**config.mk**
```make
export PLATFORM = sky130hd
export DESIGN_NAME = segment_lcd_fade_driver
export DESIGN_NICKNAME = d
export VERILOG_FILES = /design/src/rtl/sld_pkg.sv /design/src/rtl/sld_ctrl.sv /design/src/rtl/sld_datapath.sv /design/src/rtl/segment_lcd_fade_driver.sv
export SDC_FILE = /design/constraint.sdc
export NUM_CORES = 2
export LEC_CHECK = 0
export BUFFER_PORTS_ARGS = -buffer_cell sky130_fd_sc_hd__clkbuf_2
export CAP_MARGIN = 15
export CORE_ASPECT_RATIO = 1.4
export CORE_MARGIN = 8
export CORE_UTILIZATION = 25
export CTS_CLUSTER_DIAMETER = 80
export DETAILED_ROUTE_END_ITERATION = 8
export PLACE_DENSITY = 0.47
export SYNTH_ARGS = -nofsm -noshare
export SYNTH_HDL_FRONTEND = slang
export SYNTH_SLANG_ARGS = --single-unit
```
**constraint.sdc**
```tcl
create_clock -name clk -period 23 [get_ports clk]
set_input_delay 1.15 -clock clk [delete_from_list [all_inputs] [get_ports clk]]
set_output_delay 1.15 -clock clk [all_outputs]
set_load 0.05 [all_outputs]
```
**src/rtl/sld_pkg.sv**
```systemverilog
// Shared types, sizes and the segment position table of the segment LCD fade driver.
// Used by sld_ctrl, sld_datapath and segment_lcd_fade_driver; depends on nothing else.

package sld_pkg;

  localparam int SEGMENT_COUNT = 109;
  localparam int DISPLAY_BYTES = 24;
  localparam int TABLE_LEN     = 109;

  localparam int PAIR_COUNT = (SEGMENT_COUNT + 1) / 2;
  localparam int PAIR_W     = (PAIR_COUNT > 1) ? $clog2(PAIR_COUNT) : 1;
  localparam int SEG_W      = PAIR_W + 1;
  localparam int DB_W       = $clog2(DISPLAY_BYTES);

  localparam logic [2:0] MODE_ON_A = 3'd5;
  localparam logic [2:0] MODE_ON_B = 3'd6;

  typedef enum logic [1:0] {
    OP_WRITE = 2'd0,
    OP_READ  = 2'd1,
    OP_TICK  = 2'd2
  } op_t;

  typedef enum logic [1:0] {
    CFG_MODE     = 2'd0,
    CFG_CONTRAST = 2'd1,
    CFG_RESID_EN = 2'd2,
    CFG_SCALE    = 2'd3
  } cfg_reg_t;

  typedef enum logic [2:0] {
    ST_IDLE,
    ST_READ,
    ST_TGT_MUL,
    ST_TGT_RCP,
    ST_WALK,
    ST_DRAIN
  } state_t;

  typedef struct packed {
    logic              bus_write;
    logic              bus_read;
    logic              rd_load;
    logic              tgt_mul;
    logic              tgt_rcp;
    logic              pair_issue;
    logic              pair_last;
    logic [PAIR_W-1:0] pair_idx;
  } cmd_t;

  // byte position in bits [7:3], bit position in bits [2:0]
  localparam logic [7:0] SEG_MAP [TABLE_LEN] = '{
    {5'h11,3'd6}, {5'h11,3'd2}, {5'h12,3'd6}, {5'h12,3'd2}, {5'h13,3'd6}, {5'h13,3'd2},
    {5'h14,3'd6}, {5'h14,3'd2}, {5'h15,3'd6}, {5'h15,3'd2}, {5'h16,3'd4}, {5'h16,3'd2},
    {5'h16,3'd0}, {5'h08,3'd1}, {5'h01,3'd5}, {5'h01,3'd6}, {5'h01,3'd4}, {5'h09,3'd5},
    {5'h09,3'd6}, {5'h09,3'd4}, {5'h11,3'd5}, {5'h11,3'd4}, {5'h01,3'd1}, {5'h01,3'd2},
    {5'h01,3'd0}, {5'h09,3'd1}, {5'h09,3'd2}, {5'h09,3'd0}, {5'h11,3'd1}, {5'h11,3'd0},
    {5'h02,3'd5}, {5'h02,3'd6}, {5'h02,3'd4}, {5'h0A,3'd5}, {5'h0A,3'd6}, {5'h0A,3'd4},
    {5'h12,3'd5}, {5'h12,3'd4}, {5'h02,3'd1}, {5'h02,3'd2}, {5'h02,3'd0}, {5'h0A,3'd1},
    {5'h0A,3'd2}, {5'h0A,3'd0}, {5'h12,3'd1}, {5'h12,3'd0}, {5'h03,3'd5}, {5'h03,3'd6},
    {5'h03,3'd4}, {5'h0B,3'd5}, {5'h0B,3'd6}, {5'h0B,3'd4}, {5'h13,3'd5}, {5'h13,3'd4},
    {5'h03,3'd1}, {5'h03,3'd2}, {5'h03,3'd0}, {5'h0B,3'd1}, {5'h0B,3'd2}, {5'h0B,3'd0},
    {5'h13,3'd1}, {5'h13,3'd0}, {5'h04,3'd5}, {5'h04,3'd6}, {5'h04,3'd4}, {5'h0C,3'd5},
    {5'h0C,3'd6}, {5'h0C,3'd4}, {5'h14,3'd5}, {5'h14,3'd4}, {5'h04,3'd1}, {5'h04,3'd2},
    {5'h04,3'd0}, {5'h0C,3'd1}, {5'h0C,3'd2}, {5'h0C,3'd0}, {5'h14,3'd1}, {5'h14,3'd0},
    {5'h05,3'd5}, {5'h05,3'd6}, {5'h05,3'd4}, {5'h0D,3'd5}, {5'h0D,3'd6}, {5'h0D,3'd4},
    {5'h15,3'd5}, {5'h15,3'd4}, {5'h05,3'd1}, {5'h05,3'd2}, {5'h05,3'd0}, {5'h0D,3'd1},
    {5'h0D,3'd2}, {5'h0D,3'd0}, {5'h15,3'd1}, {5'h15,3'd0}, {5'h16,3'd6}, {5'h06,3'd5},
    {5'h06,3'd6}, {5'h06,3'd4}, {5'h0E,3'd5}, {5'h0E,3'd6}, {5'h0E,3'd4}, {5'h16,3'd5},
    {5'h06,3'd1}, {5'h06,3'd2}, {5'h06,3'd0}, {5'h0E,3'd1}, {5'h0E,3'd2}, {5'h0E,3'd0},
    {5'h16,3'd1}
  };

  function automatic logic [7:0] seg_pos(input logic [7:0] idx);
    logic [7:0] pos;
    pos = 8'd0;
    if (idx < 8'(TABLE_LEN)) begin
      pos = SEG_MAP[idx[6:0]];
    end
    return pos;
  endfunction

  // true when the segment has a table entry that lands inside the display
  function automatic logic seg_ok(input logic [7:0] idx);
    logic ok;
    ok = 1'b0;
    if (idx < 8'(TABLE_LEN)) begin
      ok = ({1'b0, SEG_MAP[idx[6:0]][7:3]} < 6'(DISPLAY_BYTES));
    end
    return ok;
  endfunction

endpackage

```
**src/rtl/sld_ctrl.sv**
```systemverilog
// Controller state machine of the segment LCD fade driver: accepts items and
// sequences bus accesses, target setup and the pair walk. Depends on sld_pkg.

module sld_ctrl (
  input  logic          clk,
  input  logic          rst_n,
  input  logic          start,
  input  logic [1:0]    in_operation,
  output logic          busy,
  output sld_pkg::cmd_t cmd
);
  import sld_pkg::*;

  state_t            state_r, state_nxt;
  logic [PAIR_W-1:0] pair_r, pair_nxt;

  always_ff @(posedge clk) begin
    if (!rst_n) begin
      state_r <= ST_IDLE;
      pair_r  <= '0;
    end else begin
      state_r <= state_nxt;
      pair_r  <= pair_nxt;
    end
  end

  always_comb begin
    state_nxt      = state_r;
    pair_nxt       = pair_r;
    cmd            = '0;
    cmd.pair_idx   = pair_r;
    busy           = (state_r != ST_IDLE);
    unique case (state_r)
      ST_IDLE: begin
        pair_nxt = '0;
        if (start) begin
          unique case (in_operation)
            OP_WRITE: cmd.bus_write = 1'b1;
            OP_READ: begin
              cmd.bus_read = 1'b1;
              state_nxt    = ST_READ;
            end
            OP_TICK: state_nxt = ST_TGT_MUL;
            default: ;  // drop the unused operation code
          endcase
        end
      end
      ST_READ: begin
        cmd.rd_load = 1'b1;
        state_nxt   = ST_IDLE;
      end
      ST_TGT_MUL: begin
        cmd.tgt_mul = 1'b1;
        state_nxt   = ST_TGT_RCP;
      end
      ST_TGT_RCP: begin
        cmd.tgt_rcp = 1'b1;
        state_nxt   = ST_WALK;
      end
      ST_WALK: begin
        cmd.pair_issue = 1'b1;
        cmd.pair_last  = (pair_r == PAIR_W'(PAIR_COUNT - 1));
        if (cmd.pair_last) begin
          state_nxt = ST_DRAIN;
        end else begin
          pair_nxt = pair_r + 1'b1;
        end
      end
      ST_DRAIN: state_nxt = ST_IDLE;
      default:  state_nxt = ST_IDLE;
    endcase
  end

endmodule

```
**src/rtl/sld_datapath.sv**
```systemverilog
// Datapath of the segment LCD fade driver: configuration and bus registers,
// display and intensity memories, target arithmetic and result registers. Depends on sld_pkg.

module sld_datapath (
  input  logic          clk,
  input  logic          rst_n,
  input  sld_pkg::cmd_t cmd,
  input  logic [4:0]    in_address,
  input  logic [7:0]    in_write_data,
  input  logic          cfg_we,
  input  logic [1:0]    cfg_index,
  input  logic [8:0]    cfg_data,
  output logic          out_strobe,
  output logic [7:0]    out_read_data,
  output logic [5:0]    out_pair_index,
  output logic [7:0]    out_alpha_first,
  output logic [7:0]    out_alpha_second,
  output logic          out_second_valid,
  output logic          out_last
);
  import sld_pkg::*;

  localparam logic [19:0] OFF_BASE   = 20'd51000;    // 510 * 100
  localparam logic [19:0] OFF_STEP   = 20'd22950;    // 510 * 45
  localparam logic [28:0] OFF_BIAS   = 29'd2560000;  // half of 5120000
  localparam int          PRE_SHIFT  = 13;           // 5120000 = 2^13 * 625
  localparam logic [32:0] RCP_MUL    = 33'd107375;   // ceil(2^26 / 625)
  localparam int          RCP_SHIFT  = 26;

  function automatic logic [7:0] on_level(input logic [4:0] c);
    logic [7:0] lvl;
    case (c)
      5'd0:    lvl = 8'd191;
      5'd1:    lvl = 8'd198;
      5'd2:    lvl = 8'd205;
      5'd3:    lvl = 8'd213;
      5'd4:    lvl = 8'd220;
      5'd5:    lvl = 8'd227;
      5'd6:    lvl = 8'd234;
      5'd7:    lvl = 8'd241;
      5'd8:    lvl = 8'd248;
      default: lvl = 8'd255;
    endcase
    return lvl;
  endfunction

  function automatic logic [7:0] fade(input logic [7:0] old, input logic lit,
                                      input logic en, input logic resid,
                                      input logic [7:0] on_t, input logic [7:0] off_t);
    logic [7:0] tgt;
    logic [8:0] sum;
    tgt = en ? (lit ? on_t : off_t) : 8'd0;
    sum = {1'b0, old} + {1'b0, tgt} + 9'd1;
    return resid ? sum[8:1] : tgt;
  endfunction

  // configuration
  logic [2:0] mode_r;
  logic [4:0] contrast_r;
  logic       resid_r;
  logic [8:0] scale_r;

  always_ff @(posedge clk) begin
    if (!rst_n) begin
      mode_r     <= 3'd0;
      contrast_r <= 5'd0;
      resid_r    <= 1'b0;
      scale_r    <= 9'd256;
    end else if (cfg_we) begin
      unique case (cfg_reg_t'(cfg_index))
        CFG_MODE:     mode_r     <= cfg_data[2:0];
        CFG_CONTRAST: contrast_r <= cfg_data[4:0];
        CFG_RESID_EN: resid_r    <= cfg_data[0];
        CFG_SCALE:    scale_r    <= cfg_data;
        default: ;
      endcase
    end
  end

  // targets: multiplies split over the tgt_mul and tgt_rcp steps, registered between
  logic [28:0] tprod_r;
  logic [32:0] off_q;
  logic [7:0]  on_tgt_r, off_tgt_r;

  assign off_q = 33'(tprod_r[28:PRE_SHIFT]) * RCP_MUL;

  always_ff @(posedge clk) begin
    if (cmd.tgt_mul) begin
      tprod_r  <= 29'(OFF_BASE + 20'(contrast_r) * OFF_STEP) * 29'(scale_r) + OFF_BIAS;
      on_tgt_r <= on_level(contrast_r);
    end
    // quotient stays below 77 over the whole register range, so no saturation
    if (cmd.tgt_rcp) begin
      off_tgt_r <= 8'(off_q >> RCP_SHIFT);
    end
  end

  // bus side
  logic             bus_hit;
  logic             disp_we;
  logic [7:0]       control_r;
  logic [DISPLAY_BYTES-1:0] disp_vld_r;

  assign bus_hit = (in_address != 5'd0) && ({1'b0, in_address} < 6'(DISPLAY_BYTES));
  assign disp_we = cmd.bus_write && bus_hit;

  always_ff @(posedge clk) begin
    if (!rst_n) begin
      control_r  <= 8'd0;
      disp_vld_r <= '0;
    end else if (cmd.bus_write) begin
      if (in_address == 5'd0) begin
        control_r <= in_write_data;
      end
      if (disp_we) begin
        disp_vld_r[in_address[DB_W-1:0]] <= 1'b1;
      end
    end
  end

  // display memory, two registered read ports
  logic [7:0]      disp_mem [DISPLAY_BYTES];
  logic [7:0]      pos_a, pos_b;
  logic [SEG_W-1:0] seg_a, seg_b;
  logic [DB_W-1:0] addr_a, addr_b;
  logic [7:0]      disp_a_r, disp_b_r;

  assign seg_a  = {cmd.pair_idx, 1'b0};
  assign seg_b  = {cmd.pair_idx, 1'b1};
  assign pos_a  = seg_pos(8'(seg_a));
  assign pos_b  = seg_pos(8'(seg_b));
  assign addr_a = cmd.bus_read ? in_address[DB_W-1:0] : pos_a[DB_W+2:3];
  assign addr_b = pos_b[DB_W+2:3];

  always_ff @(posedge clk) begin
    if (disp_we) begin
      disp_mem[in_address[DB_W-1:0]] <= in_write_data;
    end
    if (cmd.bus_read || cmd.pair_issue) begin
      disp_a_r <= disp_mem[addr_a];
    end
    if (cmd.pair_issue) begin
      disp_b_r <= disp_mem[addr_b];
    end
  end

  // intensity memory, one row per pair
  logic [15:0]           alpha_mem [PAIR_COUNT];
  logic [PAIR_COUNT-1:0] alpha_vld_r;
  logic [15:0]           alpha_rd_r;

  // walk stage registers
  logic              s1_v_r;
  logic              s1_last_r;
  logic [PAIR_W-1:0] s1_pair_r;
  logic              s1_ok_a_r, s1_ok_b_r;
  logic [2:0]        s1_bit_a_r, s1_bit_b_r;
  logic              s1_secv_r;
  logic              s1_avld_r;
  logic              rd_hit_r, rd_ctrl_r;

  always_ff @(posedge clk) begin
    if (!rst_n) begin
      s1_v_r <= 1'b0;
    end else begin
      s1_v_r <= cmd.pair_issue;
    end
  end

  always_ff @(posedge clk) begin
    if (cmd.pair_issue) begin
      s1_last_r  <= cmd.pair_last;
      s1_pair_r  <= cmd.pair_idx;
      s1_ok_a_r  <= seg_ok(8'(seg_a)) && disp_vld_r[addr_a];
      s1_ok_b_r  <= seg_ok(8'(seg_b)) && disp_vld_r[addr_b];
      s1_bit_a_r <= pos_a[2:0];
      s1_bit_b_r <= pos_b[2:0];
      s1_secv_r  <= (8'(seg_b) < 8'(SEGMENT_COUNT));
      s1_avld_r  <= alpha_vld_r[cmd.pair_idx];
      alpha_rd_r <= alpha_mem[cmd.pair_idx];
    end
    if (cmd.bus_read) begin
      rd_hit_r  <= bus_hit && disp_vld_r[addr_a];
      rd_ctrl_r <= (in_address == 5'd0);
    end
  end

  // fade the pair and write it back
  logic       en;
  logic [7:0] on_eff, off_eff;
  logic [7:0] old_a, old_b, new_a, new_b;
  logic       lit_a, lit_b;

  assign en      = (mode_r == MODE_ON_A) || (mode_r == MODE_ON_B);
  assign on_eff  = resid_r ? on_tgt_r : 8'd255;
  assign off_eff = resid_r ? off_tgt_r : 8'd0;
  assign old_a   = s1_avld_r ? alpha_rd_r[7:0] : 8'd0;
  assign old_b   = s1_avld_r ? alpha_rd_r[15:8] : 8'd0;
  assign lit_a   = s1_ok_a_r && disp_a_r[s1_bit_a_r];
  assign lit_b   = s1_ok_b_r && disp_b_r[s1_bit_b_r];
  assign new_a   = fade(old_a, lit_a, en, resid_r, on_eff, off_eff);
  assign new_b   = fade(old_b, lit_b, en, resid_r, on_eff, off_eff);

  always_ff @(posedge clk) begin
    if (s1_v_r) begin
      alpha_mem[s1_pair_r] <= {new_b, new_a};
    end
  end

  always_ff @(posedge clk) begin
    if (!rst_n) begin
      alpha_vld_r <= '0;
    end else if (s1_v_r) begin
      alpha_vld_r[s1_pair_r] <= 1'b1;
    end
  end

  // result registers
  logic       strobe_r, strobe_nxt;
  logic [7:0] rdata_r, rdata_nxt;
  logic [5:0] pidx_r, pidx_nxt;
  logic [7:0] af_r, af_nxt, as_r, as_nxt;
  logic       sv_r, sv_nxt, last_r, last_nxt;

  always_comb begin
    strobe_nxt = 1'b0;
    rdata_nxt  = 8'd0;
    pidx_nxt   = 6'd0;
    af_nxt     = 8'd0;
    as_nxt     = 8'd0;
    sv_nxt     = 1'b0;
    last_nxt   = 1'b0;
    if (s1_v_r) begin
      strobe_nxt = 1'b1;
      pidx_nxt   = 6'(s1_pair_r);
      af_nxt     = new_a;
      as_nxt     = s1_secv_r ? new_b : 8'd0;
      sv_nxt     = s1_secv_r;
      last_nxt   = s1_last_r;
    end else if (cmd.rd_load) begin
      strobe_nxt = 1'b1;
      rdata_nxt  = rd_ctrl_r ? control_r : (rd_hit_r ? disp_a_r : 8'd0);
      last_nxt   = 1'b1;
    end else if (cmd.bus_write) begin
      strobe_nxt = 1'b1;
      last_nxt   = 1'b1;
    end
  end

  always_ff @(posedge clk) begin
    if (!rst_n) begin
      strobe_r <= 1'b0;
    end else begin
      strobe_r <= strobe_nxt;
    end
  end

  always_ff @(posedge clk) begin
    rdata_r <= rdata_nxt;
    pidx_r  <= pidx_nxt;
    af_r    <= af_nxt;
    as_r    <= as_nxt;
    sv_r    <= sv_nxt;
    last_r  <= last_nxt;
  end

  assign out_strobe       = strobe_r;
  assign out_read_data    = rdata_r;
  assign out_pair_index   = pidx_r;
  assign out_alpha_first  = af_r;
  assign out_alpha_second = as_r;
  assign out_second_valid = sv_r;
  assign out_last         = last_r;

endmodule

```
**src/rtl/segment_lcd_fade_driver.sv**
```systemverilog
// Top level of the segment LCD fade driver: joins the controller and the datapath.
// Depends on sld_pkg, sld_ctrl and sld_datapath.

// Usage: raise start with an item while busy is low; the item is taken at that
// edge. Results come out of registers, one per cycle marked by out_strobe, and
// there is no way to hold them off, so capture every strobed cycle. A bus write
// leaves busy low, so the next item may follow at once, and gives its result
// in the next cycle. A bus read first reads the registered display memory, then
// loads the result in the read state. A frame tick takes the item, does the
// target arithmetic in the tgt_mul and tgt_rcp states (two multiplies, then
// one), walks all 55 rows of the intensity memory one pair row per cycle, then
// finishes the last pair in the drain state; busy stays high from the target
// arithmetic to the end. Its 55 results strobe on consecutive cycles, the last
// marked by out_last. Operation three is taken and does nothing. Valid bits
// stand in for reset of both memories, so no clearing pass is needed.
// Write configuration only while busy is low and no results are still due.

module segment_lcd_fade_driver (
  input  logic       clk,
  input  logic       rst_n,
  input  logic       start,
  output logic       busy,
  input  logic [1:0] in_operation,
  input  logic [4:0] in_address,
  input  logic [7:0] in_write_data,
  input  logic       cfg_we,
  input  logic [1:0] cfg_index,
  input  logic [8:0] cfg_data,
  output logic       out_strobe,
  output logic [7:0] out_read_data,
  output logic [5:0] out_pair_index,
  output logic [7:0] out_alpha_first,
  output logic [7:0] out_alpha_second,
  output logic       out_second_valid,
  output logic       out_last
);
  import sld_pkg::*;

  // commands from the sequencer into the datapath
  cmd_t cmd;

  sld_ctrl u_ctrl (
    .clk          (clk),
    .rst_n        (rst_n),
    .start        (start),
    .in_operation (in_operation),
    .busy         (busy),
    .cmd          (cmd)
  );

  sld_datapath u_dp (
    .clk              (clk),
    .rst_n            (rst_n),
    .cmd              (cmd),
    .in_address       (in_address),
    .in_write_data    (in_write_data),
    .cfg_we           (cfg_we),
    .cfg_index        (cfg_index),
    .cfg_data         (cfg_data),
    .out_strobe       (out_strobe),
    .out_read_data    (out_read_data),
    .out_pair_index   (out_pair_index),
    .out_alpha_first  (out_alpha_first),
    .out_alpha_second (out_alpha_second),
    .out_second_valid (out_second_valid),
    .out_last         (out_last)
  );

endmodule
```
# Word-level counts from Yosys, hierarchy flattened
# Memories as Yosys holds them, arrays and structs flattened. A register that Yosys moved wholly into a read port is not among the register bits.
# Index checks and enable logic that the tools add are counted.
dict set report word_totals {
  regBits 211
  ramBits 1072
  mem_bits_ro 2160
  inputBits 30
  out_inout_bits 34
  wordCells 169
  mem_count 5
}
# memory words width read_ports rd_clocked_by_memory_dff wr line
set mem_list {}
lappend mem_list {{(no name shown)} 128 8 1 0 0 sld_pkg.sv:78} ;# pos = SEG_MAP[idx[6:0]];
lappend mem_list {{(no name shown)} 128 8 1 0 0 sld_pkg.sv:78}
lappend mem_list {u_dp.alpha_mem 55 16 1 1 1 sld_datapath.sv:148} ;# logic [15:0] alpha_mem [PAIR_COUNT];
lappend mem_list {u_dp.disp_mem 24 8 2 2 1 sld_datapath.sv:122} ;# logic [7:0] disp_mem [DISPLAY_BYTES];
lappend mem_list {{(no name shown)} 16 7 1 1 0 sld_datapath.sv:32} ;# case (c)
dict set report classes {
  addsub 7
  n_mul 3
  order_cmp 16
  n_eq_ne 16
  muxes 59
  n_bitwise 5
  reduce_logical 28
}
# op count
set ops {}
lappend ops {{$mux 8} 17}
lappend ops {{$or 55x55->55} 1}
lappend ops {{$mul 16x17->33 const B} 1}
lappend ops {{$add 29x22->29 const B} 1}
lappend ops {{$mul 29x9->29} 1}
lappend ops {{$mux 1} 24}
lappend ops {{$or 24x24->24} 1}
lappend ops {{$add 16x20->21 const A} 1}
lappend ops {{$mul 5x14->19 const B} 1}
lappend ops {{$add 8x8->9} 2}
lappend ops {{$add 9x1->9 const B} 2}
lappend ops {{$lt 5x6->1 const B} 3}
lappend ops {{$ge 8x8->1 const B} 2}
lappend ops {{$not 7->8} 2}
lappend ops {{$reduce_and 2->1} 8}
lappend ops {{$lt 5x5->1 const B} 3}
lappend ops {{$lt 6x7->1 const B} 2}
lappend ops {{$lt 7x7->1 const B} 2}
lappend ops {{$pmux 3 s4} 1}
lappend ops {{$pmux 6 s2} 1}
lappend ops {{$bmux 1 s5} 2}
lappend ops {{$eq 3x3->1 const B} 3}
lappend ops {{$logic_and 1x1->1} 9}
lappend ops {{$lt 3x4->1 const B} 2}
lappend ops {{31 further kinds} 42}

# Depth between registers and ports, before layout
dict set report logic_depth {
  word_depth 9
  depth_mapped 33
  ltp_nobuf 33
}

# Hierarchy
# Synthesis repeated with hierarchy kept, for this count alone.
dict set report hier_totals {
  hier_cells 4279
  hier_area_um2 64857.2
}
# mod n_inst cells_each area_per_inst_um2 seq_area_each_um2
set modules_own_cells {}
lappend modules_own_cells {sld_datapath 1 4212 64317.9 37405.9}
lappend modules_own_cells {sld_ctrl 1 67 539.3 180.2}

# Worst setup path after synthesis
# Ideal clock, no wire load.
dict set report synth_path {
  path_type {reg2reg}
  from {reg u_dp.contrast_r[3]}
  to {reg u_dp.tprod_r[27] (data pin)}
  setup_ps 258
  t_arrival_ps 8172
  required_time_ps 22742
  slack_ps 14571
  path_stages_with_launch 33
  n_path_buf 0
  synth_period_minus_slack_ps 8429
  path_cell_list {dfxtp_1 > inv_1 > ha_1 > ha_1 > or2_2 > inv_1 > fa_1 > inv_1 > ha_1 > o21ai_1 > nor2_1 > nor4b_1 > a2111oi_2 > nor4bb_1 > nor3_1 > xnor2_1 > nand2_1 > fa_1 > inv_1 > fa_1 > fa_1 > fa_1 > inv_1 > fa_1 > inv_1 > ha_1 > a211o_1 > a211oi_1 > or4_1 > a21oi_1 > or3_1 > a21oi_1 > xnor2_1}
}
dict set report synth_between {
  elab_chain_len 4
}
# element line
set synth_rtl {}
lappend synth_rtl {{start: declaration} sld_datapath.sv:59} ;# logic [4:0] contrast_r;
lappend synth_rtl {{start signal: assignment} sld_datapath.sv:72} ;# CFG_CONTRAST: contrast_r <= cfg_data[4:0];
lappend synth_rtl {{$mul 5x14->19} sld_datapath.sv:89} ;# tprod_r <= 29'(OFF_BASE + 20'(contrast_r) * OFF_STEP) * 29'(scale_r) + OFF_BIAS;
lappend synth_rtl {{$add 16x20->21} sld_datapath.sv:89}
lappend synth_rtl {{$mul 29x9->29} sld_datapath.sv:89}
lappend synth_rtl {{$add 29x22->29} sld_datapath.sv:89}
lappend synth_rtl {{end signal: assignment} sld_datapath.sv:89}
lappend synth_rtl {{end: declaration} sld_datapath.sv:81} ;# logic [28:0] tprod_r;
# Every way passes these cells.
# A chain may end at the register's enable or synchronous reset.

# Worst setup path in the final report
# Ends and elaborated chain as after synthesis.

==> results.yml <==
status:
  outcome: "finished, final reports clean"
power:
  seqPwrFrac_pct: 42.4
  power_leakage_nw: 27.0
  power_mw: 6.10
  power_switching_mw: 1.68
  vdd_drop_max_v: 0.000127
  share_comb_of_total_power_pct: 20.5
  p_clk_share_pct: 37.2
  power.density_mw_per_mm2: 81.9
  switching_share_pct: 27.5
  p_int_mw: 4.42
clocking:
  cts_setup_buffers: 0
  cts_tree: "done"
  clk_root_buffer_cell: "clkbuf_16"
  cts_resized: 0
  path_clk_slew_ns: 0.06
  cts_max_level: 4
  clk_latency_ns: 0.82
  cts_made_buffers: 143
  cts_max_path_buffers: 4
  cts.sinks: 1301
  hold_buffers: 0
worst_hold_path:
  min_path_type: "reg -> reg"
sta:
  final_max_slew_viol_count: 0
  grt_setup_unrepaired: "no"
  fmax_mhz: 102
  skew_ns: 0.0647
  tightest_slew_ns: 1.15
  final_hold_viol_count: 0
  period_minus_slack_ns: 9.82
  fin_setup_tns_ns: 0
  finalSetupViolations: 0
  period_share_pct: 42.7
  max_slew_margin_pct: 22.8
placement:
  place_hpwl_um: 119000
  gp_congestion: 0.801
  placedCellCount: 8052
  portBuffers: 63
synthesis:
  synth_top_flop_cell: "edfxtp_1"
  yosysTopAreaCell: "edfxtp_1"
  synth_seq_cells: 1301
  ys_seq_area_share_pct: 57.9
  synth-edff-count: 1153
  synth_cell_type_count: 73
  synth_top_area_share_pct: 53.3
  syn_area_per_cell_um2: 14.0
  synthCells: 4646
  synth_area_leaders: "edfxtp_1 53%, mux4_2 8.1%, fa_1 7.3%"
  synth_async_sr_flop_share_pct: 0
  ys_warn_count: 0
  synthesis.area_mm2: 0.0649
routing:
  via_per_inst: 4.59
  antenna_left: 0
  drt_iter0_markers: 2569
  drc: 0
  wl_um: 185000
  wire_per_inst_um: 22.2
  via_count: 38100
  firstDrtPassIters: 7
floorplanning:
  start_util_pct: 25.1
  ios: 64
  die_y_um: 619
  core_mm2: 0.259
  dieWidth_um: 447
  die_area_mm2: 0.277
  num_rows: 221
global_route:
  track_usage_pct: 13.0
  grt_antenna_before_repair: 5
  grt_first_pass_wirelength_um: 271000
  grt_pass1_vias: 40000
  grt_max_degree: 89
  overflow: 0
critical_path:
  crit_arrival_ns: 10.32
  crit_path_end_kind: "register"
  slowest_stage: "nor4b_1"
  cp_max_fo: 9
  slowest_delay_ns: 0.76
  required_ns: 23.51
  start_kind: "register"
  path_class: "reg -> reg"
layout:
  final_core_util_pct: 28.8
  n_fill_cell: 26000
  multi_input_area_mm2: 0.0255
  fin_cells: 8308
  final_nets: 5273
  area_delta_synth_final_pct: 14.6
  ff_latch_area_mm2: 0.0376
  drive_gt1_share_pct: 14.9
run:
  cap_violations: 0
## routing by layer
layer	vias to the layer above	GRT usage [%]	part of all wire, %	routed length [µm]
met3	268	1.31	3.4	6280
met2	812	24.5	54	98800
met1	19800	15.2	40	73100
li1	17300	-	-	-
met4	0	4.40	3.5	6400
met5	-	0	0	0
## cells in the final DEF, fill, tap and decap left out, types with 27 or more instances in the layout
cell,n
nor2_2,36
ha_1,265
a21oi_1,121
buf_4,122
a311oi_1,46
mux2i_1,130
a211oi_1,67
mux4_2,233
xnor2_1,39
clkbuf_2,62
nand2_1,559
edfxtp_1,1153
o21ai_0,70
inv_1,314
dfxtp_1,141
xor2_1,27
clkbuf_1,31
clkbuf_16,144
nor2_1,202
a31oi_1,45
nor2b_1,49
and2_1,149
o21a_1,86
and3_1,34
nand3_1,85
fa_1,236
## power by group through the flow
stage          sequential, mW  combinational, mW  clock, mW
2_1_floorplan            2.63              0.933          0
3_3_place_gp             2.64               1.27          0
3_5_place_dp             2.64               1.28          0
4_1_cts                  2.59               1.29       2.33
5_1_grt                  2.59               1.49       2.41
6_report                 2.59               1.25       2.27
## cells by family (layout without fill, tap and decap cells)
logic type / Yosys count / after routing / share of synthesized area (%)
compound gates: 612 / 612 / 6.52
xor+xnor: 67 / 67 / 0.915
fa+ha+maj: 501 / 501 / 12.4
buf+inv: 558 / 751 / 3.29
flops: 1301 / 1301 / 57.9
mux: 377 / 377 / 10.3
other cells: 1 / 14 / 0.00577
simple gates: 1229 / 1229 / 8.69
## final cells by class
cell class	count	share of cell area [%]
flip-flops and latches	1301	50.5
well taps	3456	5.81
clock inverters	65	0.894
repair buffers	187	1.72
multi-input cells	2794	34.3
diodes	6	0.0202
inverters	315	1.59
clock buffers	184	5.16
## synth_stat cells, types with 50 or more instances
master       n
a211oi_1    67
a21oi_1    126
and2_1     150
clkbuf_1   161
dfxtp_1    148
edfxtp_1  1153
fa_1       236
ha_1       265
inv_1      315
mux2i_1    130
mux4_2     233
nand2_1    561
nand3_1     85
nor2_1     238
nor2b_1     50
o21a_1      87
o21ai_0     71
## flip-flops by register name, summed over array words and instances, names as in the netlist, 9 cells and up
name / flops
u_dp.alpha_mem: 880
u_dp.alpha_rd_r: 16
u_dp.disp_mem: 192
u_dp.tprod_r: 16
u_dp.alpha_vld_r: 55
u_dp.scale_r: 9
u_dp.disp_vld_r: 24
## metrics by stage
step | worst slack [ns] | hold slack [ns] | instance area (µm²)
floorplan | 14.57 | 0.406 | 65000
global placement | 13.39 | 0.442 | 69900
detailed placement | 13.20 | 0.443 | 69900
CTS | 13.13 | 0.462 | 74400
global route | 12.40 | 0.471 | 74400
finish | 13.18 | 0.455 | 74400
## path summary, 6_finish.rpt
path / cells after the start / slack [ns] / start / to
worst max register to register: 29 / 13.18 / u_dp.contrast_r[3]$_SDFFE_PN0P_ / u_dp.tprod_r[27]$_DFFE_PP_
worst max-delay path: 29 / 13.18 / u_dp.contrast_r[3]$_SDFFE_PN0P_ / u_dp.tprod_r[27]$_DFFE_PP_
worst min register to register: 2 / 0.46 / u_dp.s1_last_r$_SDFFCE_PN0P_ / u_dp.out_last$_DFF_P_
worst min-delay path: 2 / 0.46 / u_dp.s1_last_r$_SDFFCE_PN0P_ / u_dp.out_last$_DFF_P_
## worst max-delay path: cells and delay by family (launching register included)
family,cells,cell delay [ns]
fa+ha+maj,10,4.20
flops,1,0.50
simple gates,7,2.41
buf+inv,4,0.31
xor+xnor,2,0.67
compound gates,6,1.47
Power figures use the tool's default switching activity.
